--- src/sv/stfs_pkg.sv ---
// shared types and codes for the slot table with free stack
package stfs_pkg;

	localparam int IDX_BITS = 7;
	localparam int HANDLE_W = 32;

	typedef logic [1:0] kind_t;
	typedef logic [1:0] status_t;

	localparam kind_t OP_ALLOC   = 2'd0;
	localparam kind_t OP_PLACE   = 2'd1;
	localparam kind_t OP_LOOKUP  = 2'd2;
	localparam kind_t OP_RELEASE = 2'd3;

	localparam status_t ST_OK     = 2'd0;
	localparam status_t ST_REJECT = 2'd1;
	localparam status_t ST_FULL   = 2'd2;

	typedef struct packed {
		kind_t                kind;
		logic [IDX_BITS-1:0]  slot_index;
		logic [HANDLE_W-1:0]  handle;
	} req_word_t;

	typedef struct packed {
		logic [IDX_BITS-1:0]  result_index;
		logic [HANDLE_W-1:0]  result_handle;
		status_t              status;
	} rsp_word_t;

endpackage

--- src/sv/stfs_ram.sv ---
// generic single-write, single-read ram with registered read data
module stfs_ram #(
	parameter int WIDTH = 32,
	parameter int DEPTH = 128
) (
	input  logic                     clk,
	input  logic                     wr_en,
	input  logic [$clog2(DEPTH)-1:0] wr_addr,
	input  logic [WIDTH-1:0]         wr_data,
	input  logic                     rd_en,
	input  logic [$clog2(DEPTH)-1:0] rd_addr,
	output logic [WIDTH-1:0]         rd_data
);

	logic [WIDTH-1:0] mem [DEPTH];
	logic [WIDTH-1:0] rd_data_q;

	always_ff @(posedge clk) begin
		if (wr_en) begin
			mem[wr_addr] <= wr_data;
		end
		if (rd_en) begin
			rd_data_q <= mem[rd_addr];
		end
	end

	assign rd_data = rd_data_q;

endmodule

--- src/sv/stfs_slot.sv ---
// slot store: ram plus per-entry written flags so unwritten slots read as empty
module stfs_slot #(
	parameter int WIDTH = 32,
	parameter int DEPTH = 128
) (
	input  logic                     clk,
	input  logic                     arst_n,
	input  logic                     rd_en,
	input  logic [$clog2(DEPTH)-1:0] rd_addr,
	input  logic                     wr_en,
	input  logic [$clog2(DEPTH)-1:0] wr_addr,
	input  logic [WIDTH-1:0]         wr_data,
	output logic [WIDTH-1:0]         rd_data
);

	logic [DEPTH-1:0] vld_q;
	logic             rd_vld_q;
	logic [WIDTH-1:0] ram_data;

	stfs_ram #(
		.WIDTH (WIDTH),
		.DEPTH (DEPTH)
	) u_ram (
		.clk     (clk),
		.wr_en   (wr_en),
		.wr_addr (wr_addr),
		.wr_data (wr_data),
		.rd_en   (rd_en),
		.rd_addr (rd_addr),
		.rd_data (ram_data)
	);

	always_ff @(posedge clk or negedge arst_n) begin
		if (!arst_n) begin
			vld_q    <= '0;
			rd_vld_q <= 1'b0;
		end else begin
			if (wr_en) begin
				vld_q[wr_addr] <= 1'b1;
			end
			if (rd_en) begin
				rd_vld_q <= vld_q[rd_addr];
			end
		end
	end

	assign rd_data = rd_vld_q ? ram_data : '0;

endmodule

--- src/sv/slot_table_with_free_stack.sv ---
// slot table with lifo free stack: top level, control and write-back
// request and memory reads register at accept; the result registers at write-back
// a new request waits until the previous read-modify-write of the slot memory is done
// a new request is taken while the previous result still waits in the output register
// reset: counters and handshake clear at once; slots read empty through per-entry flags
// reset: no clearing sweep; free stack contents stay undefined and are tracked by a count
module slot_table_with_free_stack
	import stfs_pkg::*;
#(
	parameter int CAPACITY    = 128,
	parameter int HANDLE_BITS = 32
) (
	input  logic      clk,
	input  logic      arst_n,
	input  logic      req_valid,
	output logic      req_ready,
	input  req_word_t req,
	output logic      rsp_valid,
	input  logic      rsp_ready,
	output rsp_word_t rsp
);

	localparam int SLOT_DEPTH = (CAPACITY < 128) ? CAPACITY : 128;
	localparam int SA         = $clog2(SLOT_DEPTH);
	localparam int PW         = $clog2(CAPACITY);
	localparam int CW         = $clog2(CAPACITY + 1);
	localparam int STORE_BITS = (HANDLE_BITS < HANDLE_W) ? HANDLE_BITS : HANDLE_W;

	logic                  busy_q;
	logic                  rsp_valid_q;
	rsp_word_t             rsp_q;
	logic [CW-1:0]         free_count_q;
	logic [CW-1:0]         next_unused_q;

	kind_t                 kind_s1;
	logic [IDX_BITS-1:0]   idx_s1;
	logic [STORE_BITS-1:0] handle_s1;

	logic                  accept;
	logic                  exec_fire;

	logic [STORE_BITS-1:0] slot_val;
	logic                  slot_we;
	logic [SA-1:0]         slot_wa;
	logic [STORE_BITS-1:0] slot_wd;
	logic [SA-1:0]         stk_rd;
	logic                  stk_we;
	logic [PW-1:0]         stk_wa;
	logic [CW-1:0]         free_count_d;
	logic [CW-1:0]         next_unused_d;
	logic [CW-1:0]         pick;
	logic                  got;
	logic                  in_range;
	rsp_word_t             rsp_d;

	assign req_ready = !busy_q;
	assign accept    = req_valid && req_ready;
	assign exec_fire = busy_q && (!rsp_valid_q || rsp_ready);

	stfs_slot #(
		.WIDTH (STORE_BITS),
		.DEPTH (SLOT_DEPTH)
	) u_slot (
		.clk     (clk),
		.arst_n  (arst_n),
		.rd_en   (accept),
		.rd_addr (SA'(req.slot_index)),
		.wr_en   (slot_we),
		.wr_addr (slot_wa),
		.wr_data (slot_wd),
		.rd_data (slot_val)
	);

	stfs_ram #(
		.WIDTH (SA),
		.DEPTH (CAPACITY)
	) u_stack (
		.clk     (clk),
		.wr_en   (stk_we),
		.wr_addr (stk_wa),
		.wr_data (SA'(idx_s1)),
		.rd_en   (accept),
		.rd_addr (PW'(free_count_q - 1'b1)),
		.rd_data (stk_rd)
	);

	always_comb begin
		in_range      = 32'(idx_s1) < CAPACITY;
		slot_we       = 1'b0;
		slot_wa       = SA'(idx_s1);
		slot_wd       = handle_s1;
		stk_we        = 1'b0;
		stk_wa        = PW'(free_count_q);
		free_count_d  = free_count_q;
		next_unused_d = next_unused_q;
		pick          = '0;
		got           = 1'b0;
		rsp_d.result_index  = idx_s1;
		rsp_d.result_handle = '0;
		rsp_d.status        = ST_OK;
		unique case (kind_s1)
			OP_ALLOC: begin
				if (free_count_q != '0) begin
					pick         = CW'(stk_rd);
					free_count_d = free_count_q - 1'b1;
					got          = 1'b1;
				end else if (32'(next_unused_q) < CAPACITY) begin
					pick          = next_unused_q;
					next_unused_d = next_unused_q + 1'b1;
					got           = 1'b1;
				end
				if (got) begin
					// slots beyond the index range can never be read back
					slot_we            = 32'(pick) < SLOT_DEPTH;
					slot_wa            = SA'(pick);
					rsp_d.result_index = IDX_BITS'(pick);
				end else begin
					rsp_d.result_index = '0;
					rsp_d.status       = ST_FULL;
				end
			end
			OP_PLACE: begin
				if (!in_range || slot_val != '0) begin
					rsp_d.status = ST_REJECT;
				end else begin
					slot_we = 1'b1;
				end
			end
			OP_LOOKUP: begin
				if (in_range) begin
					rsp_d.result_handle = HANDLE_W'(slot_val);
				end
			end
			OP_RELEASE: begin
				if (!in_range || slot_val == '0) begin
					rsp_d.status = ST_REJECT;
				end else begin
					slot_we = 1'b1;
					slot_wd = '0;
					if (32'(free_count_q) < CAPACITY) begin
						stk_we       = 1'b1;
						free_count_d = free_count_q + 1'b1;
					end
				end
			end
		endcase
		slot_we = slot_we && exec_fire;
		stk_we  = stk_we && exec_fire;
	end

	always_ff @(posedge clk) begin
		if (accept) begin
			kind_s1   <= req.kind;
			idx_s1    <= req.slot_index;
			handle_s1 <= STORE_BITS'(req.handle);
		end
		if (exec_fire) begin
			rsp_q <= rsp_d;
		end
	end

	always_ff @(posedge clk or negedge arst_n) begin
		if (!arst_n) begin
			busy_q        <= 1'b0;
			rsp_valid_q   <= 1'b0;
			free_count_q  <= '0;
			next_unused_q <= '0;
		end else begin
			if (accept) begin
				busy_q <= 1'b1;
			end else if (exec_fire) begin
				busy_q <= 1'b0;
			end
			if (exec_fire) begin
				rsp_valid_q   <= 1'b1;
				free_count_q  <= free_count_d;
				next_unused_q <= next_unused_d;
			end else if (rsp_ready) begin
				rsp_valid_q <= 1'b0;
			end
		end
	end

	assign rsp_valid = rsp_valid_q;
	assign rsp       = rsp_q;

`ifndef SYNTH
	a_free_count_bound: assert property (@(posedge clk) disable iff (!arst_n)
		32'(free_count_q) <= CAPACITY)
		else $error("free stack count above capacity");

	a_next_unused_bound: assert property (@(posedge clk) disable iff (!arst_n)
		32'(next_unused_q) <= CAPACITY)
		else $error("bump pointer above capacity");

	a_rsp_from_work: assert property (@(posedge clk) disable iff (!arst_n)
		$rose(rsp_valid) |-> $past(busy_q))
		else $error("result word without a request in flight");

	a_count_moves_on_exec: assert property (@(posedge clk) disable iff (!arst_n)
		(free_count_q != $past(free_count_q)) || (next_unused_q != $past(next_unused_q))
		|-> $past(exec_fire))
		else $error("stack count or bump pointer moved outside write-back");

	a_full_index_zero: assert property (@(posedge clk) disable iff (!arst_n)
		exec_fire && kind_s1 == OP_ALLOC && free_count_q == '0
		&& 32'(next_unused_q) >= CAPACITY |=> rsp.status == ST_FULL && rsp.result_index == '0)
		else $error("full allocate did not report full");
`endif

endmodule

--- config.mk ---
export PLATFORM = sky130hd
export DESIGN_NAME = slot_table_with_free_stack
export DESIGN_NICKNAME = d
export VERILOG_FILES = /design/src/sv/stfs_pkg.sv /design/src/sv/stfs_ram.sv /design/src/sv/stfs_slot.sv /design/src/sv/slot_table_with_free_stack.sv
export SDC_FILE = /design/constraint.sdc
export NUM_CORES = 2
export LEC_CHECK = 0
export BUFFER_PORTS_ARGS = -buffer_cell sky130_fd_sc_hd__buf_2
export CAP_MARGIN = 20
export CORE_MARGIN = 5
export CORE_UTILIZATION = 60
export DETAILED_ROUTE_END_ITERATION = 6
export PLACE_DENSITY_LB_ADDON = 0.12
export SETUP_SLACK_MARGIN = 0.5
export SLEW_MARGIN = 20
export SYNTH_ARGS = -nofsm -noshare
export SYNTH_HDL_FRONTEND = slang
export SYNTH_MEMORY_MAX_BITS = 65536
export SYNTH_SLANG_ARGS = --single-unit
--- constraint.sdc ---
create_clock -name clk -period 14.8 [get_ports clk]
set_clock_uncertainty 0.05 [all_clocks]
set_input_delay 0.74 -clock clk [delete_from_list [all_inputs] [get_ports clk]]
set_output_delay 0.74 -clock clk [all_outputs]
set_load 0.01 [all_outputs]
* Word level (Yosys, flattened, before mapping)
Memories as Yosys holds them, arrays and structs flattened. A register that Yosys moved wholly into a read port is not among the register bits.
Index checks and enable logic that the tools add are counted.
** Word-level totals
- Register bits :: 229
- Memories :: 2
- Memory bits (writable) :: 4992
- Input port bits :: 45
** Memory list
- u_slot.u_ram.mem :: words 128, bits a word 32, read ports 1, clocked after Yosys merged registers in 1, wr ports 1, RTL line stfs_ram.sv:15 : logic [WIDTH-1:0] mem [DEPTH];
- u_stack.mem :: words 128, bits a word 7, read ports 1, clocked after Yosys merged registers in 1, wr ports 1, RTL line stfs_ram.sv:15
** Cells by class
- Reduce and logical (&&, ||, !) cells :: 17
- Magnitude comparators :: 6
- Mux-type cells :: 40
- Add/subtract/negate cells :: 3
- Eq/ne operators :: 6
- Bitwise logic cells :: 2
** Operators by type and width (number)
- bitwise OR 128 bit :: 1
- two-way mux 32 bit :: 3
- two-way mux 8 bit :: 6
- logical NOT 32 bit :: 1
- nonzero test 32 bit :: 1
- two-way mux 7 bit :: 4
- < comparator 8 bit, second input constant :: 3
- two-way mux 1 bit :: 21
- adder 8 x 1 -> 8 bit, second input constant :: 2
- < comparator 7 x 8 -> 1 bit, second input constant :: 2
- one-hot mux 8 bit (2 select lines) :: 1
- nonzero test 8 bit :: 1
- subtractor 8 x 1 -> 8 bit, second input constant :: 1
- binary-select mux 1 bit (select 7 bit) :: 1
- demux 1 bit (select 7 bit) :: 1
- greater-or-equal comparator 7 x 1 -> 1 bit, second input constant :: 1
- inequality test 2 bit, second input constant :: 3
- one-hot mux 2 bit (3 select lines) :: 1
- nonzero test 2 bit :: 3
- logical AND 1 bit :: 5
- AND reduction 5 bit :: 1
- == test 2 bit, second input constant :: 2
- AND reduction 4 bit :: 1
- one-hot mux 1 bit (3 select lines) :: 1
- 6 further kinds :: 7

* Depth between registers and ports, before layout
- Word-level depth :: 11
- Mapped depth :: 14
- Mapped depth without buffers :: 8

* By module
A second synthesis with hierarchy kept.
** Unflattened totals
- Cells, all modules :: 8205
- Area, all modules :: 201643.4 µm²
** By module, submodules not included
- stfs_ram at u_slot.u_ram :: sequential area each 123958.9 µm², cells each 5990, area an instance 156596.4 µm², instances 1
- stfs_ram at u_stack :: sequential area each 27116.0 µm², cells each 1453, area an instance 34877.2 µm², instances 1
- stfs_slot :: sequential area each 3228.1 µm², cells each 438, area an instance 5806.8 µm², instances 1
- slot_table_with_free_stack :: sequential area each 2912.8 µm², cells each 324, area an instance 4362.9 µm², instances 1

* Worst setup path before layout
OpenSTA, ideal clock, no wires.
- Path kind :: flip-flop to flip-flop
- Start :: register free_count_q[0]
- End :: memory u_slot.u_ram.mem[20][0] (enable)
- Cell stages (with the launch flop) :: 13
- Path slack :: 7.874 ns
- Setup time :: 0.502 ns
- Arrival :: 6.375 ns
- Required time :: 14.248 ns
- Path through :: dfrtp_1 > clkbuf_1 > buf_2 > buf_1 > inv_1 > ha_1 > or3b_2 > nor2_1 > buf_2 > o31ai_2 > o221ai_1 > buf_2 > nor4_1
** Between the ends
- Longest elaborated chain between the ends :: 9
- Elaborated cells on any way between the ends :: 13
- Classes of those cells :: order compare: 1; mux: 10; reduce/logical: 2
** Ends and longest elaborated chain
- from (decl) :: RTL line slot_table_with_free_stack.sv:32 : logic [CW-1:0] free_count_q;
- from (signal assigned) :: RTL line slot_table_with_free_stack.sv:176 : free_count_q <= free_count_d;
- nonzero test 8 bit * :: RTL line slot_table_with_free_stack.sv:103 : if (free_count_q != '0) begin
- two-way mux 8 bit :: RTL line slot_table_with_free_stack.sv:103
- two-way mux 8 bit :: RTL line slot_table_with_free_stack.sv:101 : unique case (kind_s1)
- < comparator 8 bit :: RTL line slot_table_with_free_stack.sv:114 : slot_we = 32'(pick) < SLOT_DEPTH;
- two-way mux 1 bit :: RTL line slot_table_with_free_stack.sv:112 : if (got) begin
- one-hot mux 1 bit (3 select lines) :: RTL line slot_table_with_free_stack.sv:101
- logical AND 1 bit :: RTL line slot_table_with_free_stack.sv:147 : slot_we = slot_we && exec_fire;
- two-way mux 1 bit :: RTL line stfs_ram.sv:19 : if (wr_en) begin
- two-way mux 1 bit (implied by the code) :: RTL line stfs_ram.sv:20 : mem[wr_addr] <= wr_data;
- to (decl) :: RTL line stfs_ram.sv:15
Every way passes the cells marked *; elsewhere a longest branch is shown, timed or not. The select of a mux whose other input is x is not followed.

* Worst setup path after layout
- Start :: register free_count_q[0]
- End :: memory u_slot.u_ram.mem[92][25] (enable)
Same word-level chain as after synthesis.

==> summary.log <==
qor: run_status.status finished clean
qor: synthesis.ys_top_cells_by_count sky130_fd_sc_hd__edfxtp_1, sky130_fd_sc_hd__mux4_2, sky130_fd_sc_hd__clkbuf_1
qor: die.core_area 333700 sq um
qor: synthesis.summed_instance_area_of_the_synthesized_netlist 201100 sq um
qor: timing.min_period_over_period 42.61%
qor: timing.tightest_slew 1166 ps
qor: power_and_ir_drop.pwr-share-seq 49.3%
qor: critical_path.timing.critical_path.from_type register
qor: route.via_count 95181
qor: timing.timing.final.hold_violations 0
qor: critical_path.worst-endpoint-required 15400 ps
qor: cts.clock_tree.htree_level_count 6
qor: finish.filler_cell_count 20264
qor: synthesis.async_reset_ff_share 2.795%
qor: route.drt.antenna.violating_nets 0
qor: synthesis.postSynth.topFlopCell sky130_fd_sc_hd__edfxtp_1
qor: place.place_congestion 0.8867
qor: die.floorplan.die.height 589.0 um
qor: finish.instances_no_fill 13641
qor: power_and_ir_drop.power.share.combinational 15.6%
qor: global_route.grt_first_pass_wirelength 725.8 mm
qor: place.numPortBuffers 87
qor: cts.cts-hold-fix-buffers 37
qor: synthesis.synth_enable_flop_cells 5113
qor: place.detailed_place.area 208700 sq um
qor: cts.clk_transition_reported_paths 60 ps
qor: finish.finalInstanceArea 225500 sq um
qor: critical_path.path_max_fanout 47
qor: global_route.global_route_usage_over_all_layers 29.60%
qor: timing.finalSetupViolations 0
qor: timing.relative_max_transition_margin 22.27%
qor: synthesis.synth_top_area_share 76.34%
qor: synthesis.syn_nets 8389
qor: synthesis.leading_cell_type_by_number_of_instances_after_synthesis sky130_fd_sc_hd__edfxtp_1
qor: place.place.detailed.hpwl 275.5 mm
qor: finish.multiInputGateArea 43010 sq um
qor: cts.cts_inserted_buffers 532
qor: synthesis.post-synth-top-area-cell sky130_fd_sc_hd__edfxtp_1
qor: power_and_ir_drop.leakage 0.07068 uW
qor: critical_path.timing_worst_setup_path_type reg -> reg
qor: synthesis.mapped_avg_cell_area 24.11 sq um
qor: timing.rsz0062_at_grt no
qor: global_route.grt_remaining_overflow 0
qor: critical_path.cp-end-kind register
qor: route.routed_wire_length_per_instance 37.51 um
qor: timing.maxSlewViolCount 0
qor: synthesis.synth.ff_latch_count 5260
qor: job.maxCapViolCount 0
qor: cts.post_cts_buffers 0
qor: power_and_ir_drop.internal-power 26680 uW
qor: critical_path.arr_time_crit_path 6900 ps
qor: place.place_ws 8179 ps
qor: route.initialDrtViolationCount 12879
qor: global_route.grt_antenna_before_repair 25
qor: route.drt_pre_antenna_iters 6
qor: power_and_ir_drop.clock_power_share 35.2%
qor: synthesis.yosysUniqueCellTypes 70
qor: die.floorplan.die_area 346900 sq um
qor: synthesis.ys_seq_area_share 78.17%
qor: power_and_ir_drop.post-layout-total-power 36020 uW
qor: power_and_ir_drop.netSwitchingFraction 25.92%
qor: global_route.grt_pass1_vias 96609
qor: die.die_w 589.0 um
qor: synthesis.count_of_warnings_emitted_by_yosys 0
qor: finish.seq_area 157200 sq um
qor: timing.setup_ws 8493 ps
qor: place.dp.cells 12644
qor: power_and_ir_drop.p_per_area 159.7 nW/um^2
qor: synthesis.syn_inst 8341
qor: cts.clkLatencyLatePin 1030 ps
qor: finish.fin_nets 8880
qor: worst_hold_path.holdCritPathClass in -> reg
qor: die.ioPinCount 88
qor: cts.cts-root-buf sky130_fd_sc_hd__clkbuf_16
qor: global_route.maximum_number_of_pins_on_one_net_before_global_route_repair 155
qor: synthesis.post_synth_main_area_contributors sky130_fd_sc_hd__edfxtp_1, sky130_fd_sc_hd__mux4_2, sky130_fd_sc_hd__dfrtp_1, sky130_fd_sc_hd__o22ai_1, sky130_fd_sc_hd__buf_2
qor: finish.layout-drive-gt1-share 32.09%
qor: timing.fin_tns_setup 0 ps
qor: route.drt-total-wl 511.7 mm
qor: die.initial_core_util 60.27%
qor: route.post-route-drc-count 0
qor: cts.postCtsResizedCells 0
qor: cts.cts_tree yes
qor: power_and_ir_drop.switching_power_total 9337 uW
qor: finish.area_growth_from_synthesis_to_layout 12.13%
qor: route.routed_via_density 6.978
qor: cts.clkSinkCount 5260
qor: timing.period_needed 6307 ps
qor: power_and_ir_drop.max-vdd-ir-drop 0.2640 mV
qor: timing.max_freq 158.6 MHz
qor: die.num_rows 212
qor: cts.clock_buffer_depth 4
kinds of logic after synthesis:
family / after synthesis / share of synthesized area, %
multiplexers: 1603 / 17.85
adder cells (fa/ha/maj): 3 / 0.01867
XOR/XNOR: 21 / 0.09146
buffers and inverters: 493 / 1.044
flip-flops: 5260 / 78.17
AND/OR/NAND/NOR: 585 / 1.481
AO/OA/AOI/OAI: 376 / 1.338
placed cells by master (no fill, tap or decap), types with 19 or more instances in the layout:
master and instances:
sky130_fd_sc_hd__o21bai_1 31, sky130_fd_sc_hd__nor2b_4 33, sky130_fd_sc_hd__nor4_1 50, sky130_fd_sc_hd__clkbuf_1 122
sky130_fd_sc_hd__nand2_1 60, sky130_fd_sc_hd__a21o_1 26, sky130_fd_sc_hd__mux4_2 1587, sky130_fd_sc_hd__dfrtp_1 146
sky130_fd_sc_hd__edfxtp_1 5113, sky130_fd_sc_hd__nor2_4 32, sky130_fd_sc_hd__inv_6 21, sky130_fd_sc_hd__clkinv_2 73
sky130_fd_sc_hd__a31o_2 55, sky130_fd_sc_hd__and2_1 39, sky130_fd_sc_hd__dlygate4sd3_1 37, sky130_fd_sc_hd__buf_2 82
sky130_fd_sc_hd__clkbuf_16 548, sky130_fd_sc_hd__bufinv_16 19, sky130_fd_sc_hd__nor2_1 165, sky130_fd_sc_hd__buf_4 283
sky130_fd_sc_hd__o22ai_1 140, sky130_fd_sc_hd__clkinv_1 121, sky130_fd_sc_hd__nor3_2 76, sky130_fd_sc_hd__nand3_1 19
critical path, cell delays in order, from the launching register on:
cell and delay (ps):
sky130_fd_sc_hd__dfrtp_4 1050, sky130_fd_sc_hd__inv_1 340, sky130_fd_sc_hd__ha_4 280, sky130_fd_sc_hd__nor3b_1 140
sky130_fd_sc_hd__buf_4 210, sky130_fd_sc_hd__a31oi_2 870, sky130_fd_sc_hd__o211ai_1 290, sky130_fd_sc_hd__a211oi_2 600
sky130_fd_sc_hd__nand2_1 790, sky130_fd_sc_hd__nor3_2 690, sky130_fd_sc_hd__buf_4 580
registers in the layout, summed over array words and instances (netlist names), 7 cells and up:
| signal | cells |
|---|---|
| u_slot.u_ram.mem | 4096 |
| u_stack.mem | 896 |
| u_slot.vld_q | 128 |
| rsp | 41 |
| handle_s1 | 32 |
| u_slot.u_ram.rd_data | 32 |
| free_count_q | 8 |
| next_unused_q | 8 |
| idx_s1 | 7 |
| u_stack.rd_data | 7 |
power groups by stage:
| stage | combinational, uW | sequential (uW) | clock [uW] |
|---|---|---|---|
| final | 5610 | 17700 | 12700 |
| after detailed placement | 5600 | 18000 | 0 |
| after global placement | 5460 | 18000 | 0 |
| after global routing | 5860 | 17800 | 13500 |
| after floorplan | 3350 | 18100 | 0 |
| after CTS | 5620 | 17700 | 12800 |
layout make-up:
type,count,area share (%)
antenna,15,0.01665
clock buffer,672,6.296
clock inverter,269,0.9216
inverter,19,0.03163
multi-input combinational,2588,19.07
sequential,5260,69.72
tap,4387,2.434
timing repair buffer,431,1.508
stage by stage:
| stage | hold slack, ps | util (%) |
|---|---|---|
| after global placement | 381.8 | 62.49 |
| after floorplan | 372.6 | - |
| after CTS | 80.38 | 67.54 |
| after detailed placement | 390.9 | 62.55 |
| final | 176.3 | 67.58 |
| after global routing | 122.2 | 67.57 |
worst paths after layout:
check | from | to | slack [ps] | depth (start not counted)
worst max-delay path | free_count_q[0]$_DFFE_PN0P_ | u_slot.u_ram.mem[92][25]$_DFFE_PP_ | 8490 | 10
worst min-delay path | req[38] | idx_s1[6]$_DFFE_PP_ | 180 | 1
worst max register to register | free_count_q[0]$_DFFE_PN0P_ | u_slot.u_ram.mem[92][25]$_DFFE_PP_ | 8490 | 10
worst min register to register | u_slot.vld_q[83]$_DFFE_PN0P_ | u_slot.vld_q[83]$_DFFE_PN0P_ | 400 | 1
max in group asynchronous | arst_n | u_slot.vld_q[111]$_DFFE_PN0P_ | 13150 | 3
min in group asynchronous | arst_n | rsp_valid$_DFFE_PN0P_ | 220 | 2
metal layers:
| layer | track usage, % | wire length [um] |
|---|---|---|
| met1 | 41.68 | 188300 |
| met2 | 47.55 | 252400 |
| met3 | 5.180 | 48370 |
| met4 | 11.35 | 22450 |
| met5 | 0 | 64 |
(Power assumes the default switching activity.)
